File: src/rtl/core/fdxb_pkg.sv
// Package for the FDX-B tag line parser: beat structs, codes, header tables.
// Used by fdxb_b2d and fdxb_tag_line_parser_fifo_core. No dependencies.
`default_nettype none
package fdxb_pkg;

   localparam int LineMax    = 32;
   localparam int LineAw     = 5;
   localparam int QueueDepth = 16;
   localparam int QueueAw    = 4;
   localparam int BinWidth   = 32;
   localparam int BcdDigits  = 10;

   typedef struct packed {
      logic       operation;
      logic [7:0] rx_byte;
   } req_type;

   typedef struct packed {
      logic [1:0] kind;
      logic [1:0] verdict;
      logic [7:0] id_char;
      logic       id_empty;
      logic       last;
   } rsp_type;

   typedef struct packed {
      logic                  start;
      logic [BinWidth-1:0]   value;
   } b2d_req_type;

   typedef struct packed {
      logic                  done;
      logic [4*BcdDigits-1:0] bcd;
   } b2d_rsp_type;

   localparam logic       OP_BYTE      = 1'b0;
   localparam logic       OP_TAKE      = 1'b1;
   localparam logic [1:0] KIND_VERDICT = 2'd0;
   localparam logic [1:0] KIND_CHAR    = 2'd1;
   localparam logic [1:0] KIND_EMPTY   = 2'd2;
   localparam logic [1:0] VERD_STORED  = 2'd0;
   localparam logic [1:0] VERD_DROPPED = 2'd1;
   localparam logic [1:0] VERD_DUP     = 2'd2;
   localparam logic [1:0] VERD_REJECT  = 2'd3;
   localparam logic [7:0] CHAR_CR      = 8'h0D;
   localparam logic [7:0] CHAR_ZERO    = 8'h30;
   localparam logic [BinWidth-1:0] VAL_SAT = 32'h7FFF_FFFF;

   // ":FDXB(S)="
   function automatic logic [7:0] head_s_char(input logic [3:0] idx);
      logic [7:0] c;
      case (idx)
         4'd0: c = 8'h3A;
         4'd1: c = 8'h46;
         4'd2: c = 8'h44;
         4'd3: c = 8'h58;
         4'd4: c = 8'h42;
         4'd5: c = 8'h28;
         4'd6: c = 8'h53;
         4'd7: c = 8'h29;
         4'd8: c = 8'h3D;
         default: c = 8'h00;
      endcase
      return c;
   endfunction

   // ":FDXB="
   function automatic logic [7:0] head_n_char(input logic [2:0] idx);
      logic [7:0] c;
      case (idx)
         3'd0: c = 8'h3A;
         3'd1: c = 8'h46;
         3'd2: c = 8'h44;
         3'd3: c = 8'h58;
         3'd4: c = 8'h42;
         3'd5: c = 8'h3D;
         default: c = 8'h00;
      endcase
      return c;
   endfunction

   // "999000"
   function automatic logic [7:0] prefix_char(input logic [2:0] idx);
      return (idx < 3'd3) ? 8'h39 : 8'h30;
   endfunction

   // Byte pairs taken in the order 3,2,1,0.
   function automatic logic [2:0] order_pos(input logic [2:0] i);
      return {~i[2:1], i[0]};
   endfunction

   // {valid, value}
   function automatic logic [4:0] hex_value(input logic [7:0] c);
      logic [4:0] r;
      if (c >= 8'h30 && c <= 8'h39)      r = {1'b1, 4'(c - 8'h30)};
      else if (c >= 8'h61 && c <= 8'h66) r = {1'b1, 4'(c - 8'h57)};
      else if (c >= 8'h41 && c <= 8'h46) r = {1'b1, 4'(c - 8'h37)};
      else                               r = 5'd0;
      return r;
   endfunction

endpackage
`default_nettype wire

File: src/rtl/core/fdxb_b2d.sv
// Serial binary to BCD converter, one bit per cycle (shift and add 3).
// Depends on fdxb_pkg.
`default_nettype none
module fdxb_b2d (
   input  wire logic                 clock,
   input  wire logic                 reset,
   input  wire fdxb_pkg::b2d_req_type ctl,
   output fdxb_pkg::b2d_rsp_type      stat
);
   import fdxb_pkg::*;

   logic                   busy_ff, busy_in;
   logic                   done_ff, done_in;
   logic [4:0]             cnt_ff, cnt_in;
   logic [BinWidth-1:0]    bin_ff, bin_in;
   logic [4*BcdDigits-1:0] bcd_ff, bcd_in;
   logic [4*BcdDigits-1:0] adj;

   always_comb begin
      for (int d = 0; d < BcdDigits; d++) begin
         adj[4*d +: 4] = (bcd_ff[4*d +: 4] >= 4'd5) ? bcd_ff[4*d +: 4] + 4'd3
                                                     : bcd_ff[4*d +: 4];
      end
      busy_in = busy_ff;
      done_in = 1'b0;
      cnt_in  = cnt_ff;
      bin_in  = bin_ff;
      bcd_in  = bcd_ff;
      if (ctl.start) begin
         busy_in = 1'b1;
         cnt_in  = '0;
         bin_in  = ctl.value;
         bcd_in  = '0;
      end else if (busy_ff) begin
         {bcd_in, bin_in} = {adj[4*BcdDigits-2:0], bin_ff, 1'b0};
         cnt_in = cnt_ff + 5'd1;
         if (cnt_ff == 5'(BinWidth - 1)) begin
            busy_in = 1'b0;
            done_in = 1'b1;
         end
      end
   end

   always_ff @(posedge clock) begin
      if (reset) begin
         busy_ff <= 1'b0;
         done_ff <= 1'b0;
         cnt_ff  <= '0;
      end else begin
         busy_ff <= busy_in;
         done_ff <= done_in;
         cnt_ff  <= cnt_in;
      end
      bin_ff <= bin_in;
      bcd_ff <= bcd_in;
   end

   assign stat.done = done_ff;
   assign stat.bcd  = bcd_ff;

endmodule
`default_nettype wire

File: config.mk
export PLATFORM = sky130hd
export DESIGN_NAME = fdxb_b2d
export DESIGN_NICKNAME = d
export VERILOG_FILES = /design/src/rtl/core/fdxb_pkg.sv /design/src/rtl/core/fdxb_b2d.sv
export SDC_FILE = /design/constraint.sdc
export NUM_CORES = 1
export LEC_CHECK = 0
export BUFFER_PORTS_ARGS = -buffer_cell sky130_fd_sc_hd__buf_2
export CORE_AREA = 2 2 94 96
export DETAILED_ROUTE_END_ITERATION = 7
export DIE_AREA = 0 0 96 98
export PLACE_DENSITY_LB_ADDON = 0.08
export SETUP_SLACK_MARGIN = 0.02
export SLEW_MARGIN = 40
export SYNTH_ARGS = -nofsm -noshare
export SYNTH_HDL_FRONTEND = slang
export SYNTH_SLANG_ARGS = --single-unit
File: constraint.sdc
create_clock -name clock -period 2.1 [get_ports clock]
set_clock_uncertainty 0.15 [all_clocks]
set_input_delay 0.21 -clock clock [delete_from_list [all_inputs] [get_ports clock]]
set_output_delay 0.21 -clock clock [all_outputs]
set_load 0.02 [all_outputs]
==> impl.org <==
** STA
- Setup repair after global routing missed its margin :: false
- Final max-slew violation count :: 0
- Hold is met by 0.0199 ns.
- Setup violations remaining at the end of the flow were counted as 0.
- Static timing analysis puts the maximum clock frequency at 564 MHz.
- For the pin with the worst max-slew slack, the measured transition is 0.367 ns.
- Final Hold Fails :: 0
- Slew Limit Headroom :: 75.5%
- The worst path in the final design needs a cycle of 1.77 ns, including I/O delays and setup.
- The final critical path takes up 84.5% of the cycle.
- For the final routed database, the setup TNS stands at 0 ns.

** Route
- Wire length reported by the detailed router :: 8.46 mm
- After detailed routing, the number of remaining DRC violations is 0.
- Final ANT Viol Nets :: 0
- Dividing the detail-routed via count by the number of cells gives roughly 5.3.
- Drt first-iter violations :: 142
- Dividing the detail-routed wire length by the instance count gives ~14 um.
- Detailed-route via count :: 3,321
- The first TritonRoute pass finished after 4 iterations.

** Floorplanning
- The floorplan has 34 rows.
- The die is ~98 um tall.
- Die area :: roughly 9400 um2
- The die is around 96 um wide.
- In this run the count of I/O pins placed on the die edge is 76.
- For this configuration, the core starts out at a cell density of 48.3%.
- After floorplanning, the core was sized to cover around 8500 um2.

** Setup path
- Category of the critical setup timing path :: reg -> reg
- Register-to-Register Path Depth :: 6
- Setup slack of the most critical reg-to-reg path :: 0.33 ns
- Reg-to-Reg Start :: bcd_ff[24]$_SDFFE_PP0P_
- In this run the worst path has a maximum fanout of 6.
- Setup crit start kind :: flip-flop
- The endpoint identified for the worst register-to-register timing path is bcd_ff[28]$_SDFFE_PP0P_.
- STA classifies the critical path endpoint as a flip-flop.
- Data on the critical path arrives at its endpoint at 1.88 ns.
- STA puts the critical path data required time at 2.21 ns.

** Place
- Input/output buffers :: 75
- Routability cong. :: 0.843
- Post-placement cell area :: about 4600 um2
- After legalization and detailed placement, the total HPWL measured 5.61 mm.

** Logic synthesis
- Sequential element share of the synthesized area :: 46.5%
- Synthesis inferred 79 register bits.
- Counting flops with an async set or reset pin after synthesis yields a share of 0%.
- The mapped netlist covers 4090 um2.
- After synthesis, the mean cell area works out to 10.1 um2.
- Mapped Cells :: 406
- Nets in the synthesized netlist :: 463
- Unique masters post-synth :: 41
- Primary FF master, synth :: sky130_fd_sc_hd__dfxtp_1
- Number of enable flip-flop cells after synthesis :: 32
- During synthesis, Yosys emitted a total of 0 warnings.

** GRT
- The via count of the first global-routing pass is 3,119.
- Overall routing resource usage :: 18.8%
- Total congestion overflow :: 0
- The initial antenna violation count was 0.
- Entering global routing, the biggest net connects 33 pins.
- The first global-routing pass estimated 14.1 mm of wire.

** Cells and area
- After routing the design area is 5060 um2.
- Cells with a size suffix above 1 make up 29.8% of the layout.
- Area added between synthesis and finish :: 23.8%
- After filler insertion, the fill cell instance count of the layout stands at roughly 750.
- The repair_antennas step left the layout with diodes totalling 0.
- The final layout contains 565 nets.

** Power
- The analysis attributes to cell leakage a power of approximately 2.0 nW.
- Worst voltage drop across the vdd grid :: approximately 0.00035 V
- PD cells :: 720 nW/um2

** CTS
- The tree is rooted in a sky130_fd_sc_hd__clkbuf_8.
- Clock-pin slew was measured on the worst setup and hold paths at 0.09 ns.
- In this run the deepest clock path goes through 2 buffers.
- Number of buffers created by CTS :: 9
- Total of cells resized after clock tree synthesis :: 0
- TritonCTS built the clock tree.
- Number of sinks on the clock net :: 79
- The H-tree was split into 3 levels.
- Insertion delay of the later-clocked pin in the worst-skew pair :: 0.34 ns

** Worst hold path
- Hold depth :: 2
- Startpoint of the worst hold path :: ctl[12]
- The path class of the tightest hold or removal check is in -> reg.
- Hold Path End :: bin_ff[12]$_DFFE_PP_

** Run status
- Run status :: complete, no violations

** Job
- Across the run, the number of max-cap violations was 0.
[synth_stat cells, types with 4 or more instances]
| master | instances | area share (%) |
|---|---|---|
| sky130_fd_sc_hd__nand3_1 | 11 | 1.3 |
| sky130_fd_sc_hd__nor2_1 | 24 | 2.2 |
| sky130_fd_sc_hd__a21bo_1 | 4 | 0.98 |
| sky130_fd_sc_hd__mux2_2 | 31 | 8.5 |
| sky130_fd_sc_hd__a311oi_2 | 7 | 2.6 |
| sky130_fd_sc_hd__buf_2 | 13 | 1.6 |
| sky130_fd_sc_hd__inv_1 | 37 | 3.4 |
| sky130_fd_sc_hd__o21ai_0 | 20 | 2.4 |
| sky130_fd_sc_hd__edfxtp_1 | 32 | 24 |
| sky130_fd_sc_hd__o32ai_1 | 8 | 1.7 |
| sky130_fd_sc_hd__ha_1 | 22 | 6.7 |
| sky130_fd_sc_hd__dfxtp_1 | 47 | 23 |
| sky130_fd_sc_hd__clkbuf_1 | 5 | 0.46 |
| sky130_fd_sc_hd__nand2_1 | 22 | 2.0 |
| sky130_fd_sc_hd__o22a_2 | 7 | 1.7 |
| sky130_fd_sc_hd__o21ai_1 | 16 | 2.0 |
| sky130_fd_sc_hd__nand4_1 | 9 | 1.4 |
| sky130_fd_sc_hd__nor3_1 | 9 | 1.1 |
| sky130_fd_sc_hd__or3_1 | 7 | 1.1 |
| sky130_fd_sc_hd__a21oi_1 | 31 | 3.8 |
| sky130_fd_sc_hd__o22ai_1 | 8 | 1.2 |
[cells by family (layout without fill, tap and decap cells)]
| logic type | count (synthesis) | count (layout) | share of synthesized area (%) |
|---|---|---|---|
| multiplexers | 34 | 34 | 9.27 |
| flip-flops | 79 | 79 | 46.5 |
| AO/OA/AOI/OAI | 112 | 112 | 18.7 |
| XOR/XNOR | 4 | 4 | 0.857 |
| buffers and inverters | 58 | 165 | 6.00 |
| AND/OR/NAND/NOR | 97 | 97 | 11.9 |
| adder cells (fa/ha/maj) | 22 | 22 | 6.73 |
[metal layers]
metal | global-route usage, % | vias to the layer above | share of wire [%]
met4 | 7.36 | 0 | 1.8
met2 | 28.9 | 68 | 45
met3 | 4.55 | 13 | 4.2
li1 | - | 1685 | -
met1 | 25.3 | 1555 | 49
met5 | 0 | - | 0
[stage by stage]
| stage | power (mW) | utilization (%) | cells | setup slack [ns] |
|---|---|---|---|---|
| after floorplan | 2.22 | - | 406 | 0.0297 |
| after global placement | 2.38 | 54.5 | 582 | 0.387 |
| after detailed placement | 2.40 | 54.5 | 582 | 0.378 |
| after CTS | 3.69 | 59.7 | 620 | 0.333 |
| after global routing | 3.83 | 59.8 | 621 | 0.158 |
| final | 3.64 | 59.8 | 621 | 0.326 |
[how the worst max path moves through the flow]
stage	endpoint	start
floorplan	bin_ff[0]$_SDFFCE_PN0P_	busy_ff$_SDFF_PP0_
global placement	bcd_ff[28]$_SDFFE_PP0P_	bcd_ff[24]$_SDFFE_PP0P_
detailed placement	bcd_ff[28]$_SDFFE_PP0P_	bcd_ff[24]$_SDFFE_PP0P_
CTS	bcd_ff[28]$_SDFFE_PP0P_	bcd_ff[24]$_SDFFE_PP0P_
global route	bcd_ff[28]$_SDFFE_PP0P_	bcd_ff[24]$_SDFFE_PP0P_
finish	bcd_ff[28]$_SDFFE_PP0P_	bcd_ff[24]$_SDFFE_PP0P_
[cell type report]
type	count	area (um2)	share of cell area, %
well taps	108	135	2.67
clock inverters	6	92.6	1.83
flip-flops and latches	79	1900	37.6
multi-input cells	269	1940	38.3
repair buffers	112	723	14.3
clock buffers	10	128	2.52
inverters	37	139	2.74
[where the power goes]
group          internal (mW)  total, mW  switching [mW]
Clock                  0.678       1.25           0.571
Combinational          0.271      0.583           0.313
Sequential              1.73       1.81          0.0862
Total                   2.67       3.64           0.970
[repair_timing]
action / CTS / global route
hold buffers: 22 / 1
endpoints found under the setup margin: 0 / 0
buffers inserted: 0 / 0
endpoints found under the hold margin: 22 / 1
[critical path, stage by stage (launching register included)]
cell	delay [ns]
sky130_fd_sc_hd__dfxtp_1	0.44
sky130_fd_sc_hd__inv_1	0.09
sky130_fd_sc_hd__ha_1	0.24
sky130_fd_sc_hd__inv_1	0.06
sky130_fd_sc_hd__o21ai_1	0.10
sky130_fd_sc_hd__or3_1	0.35
sky130_fd_sc_hd__a311oi_2	0.25
[registers in the layout, summed over array words and instances, names as in the netlist]
name and count:
bcd_ff 40, bin_ff 32, cnt_ff 5, busy_ff 1, done_ff 1
[placed cells by master (no fill, tap or decap), types with 2 or more instances in the layout]
cell type / synthesis / layout
sky130_fd_sc_hd__o32ai_1: 8 / 8
sky130_fd_sc_hd__dfxtp_1: 47 / 46
sky130_fd_sc_hd__a21oi_1: 31 / 31
sky130_fd_sc_hd__a311oi_2: 7 / 7
sky130_fd_sc_hd__or3_1: 7 / 7
sky130_fd_sc_hd__o311ai_1: 3 / 3
sky130_fd_sc_hd__o21ai_0: 20 / 20
sky130_fd_sc_hd__nand3_1: 11 / 11
sky130_fd_sc_hd__nand4b_1: 3 / 3
sky130_fd_sc_hd__inv_1: 37 / 37
sky130_fd_sc_hd__xnor2_1: 2 / 2
sky130_fd_sc_hd__a21bo_2: 3 / 3
sky130_fd_sc_hd__ha_1: 22 / 22
sky130_fd_sc_hd__inv_6: 0 / 2
sky130_fd_sc_hd__mux2_2: 31 / 31
sky130_fd_sc_hd__xor2_1: 2 / 2
sky130_fd_sc_hd__mux2i_1: 3 / 3
sky130_fd_sc_hd__bufinv_16: 0 / 2
sky130_fd_sc_hd__clkinvlp_4: 0 / 2
sky130_fd_sc_hd__nand4_1: 9 / 9
sky130_fd_sc_hd__dlygate4sd3_1: 0 / 23
sky130_fd_sc_hd__nand2b_1: 3 / 3
sky130_fd_sc_hd__nor2_1: 24 / 24
sky130_fd_sc_hd__nor3_1: 9 / 9
sky130_fd_sc_hd__buf_2: 13 / 75
sky130_fd_sc_hd__a21bo_1: 4 / 4
sky130_fd_sc_hd__o21ai_1: 16 / 16
sky130_fd_sc_hd__nand2_1: 22 / 22
sky130_fd_sc_hd__o22a_2: 7 / 7
sky130_fd_sc_hd__clkbuf_8: 0 / 9
sky130_fd_sc_hd__o22ai_1: 8 / 8
sky130_fd_sc_hd__or4b_1: 3 / 3
sky130_fd_sc_hd__buf_4: 3 / 13
sky130_fd_sc_hd__edfxtp_1: 32 / 32
No activity file was read; power rests on OpenSTA's default activity.
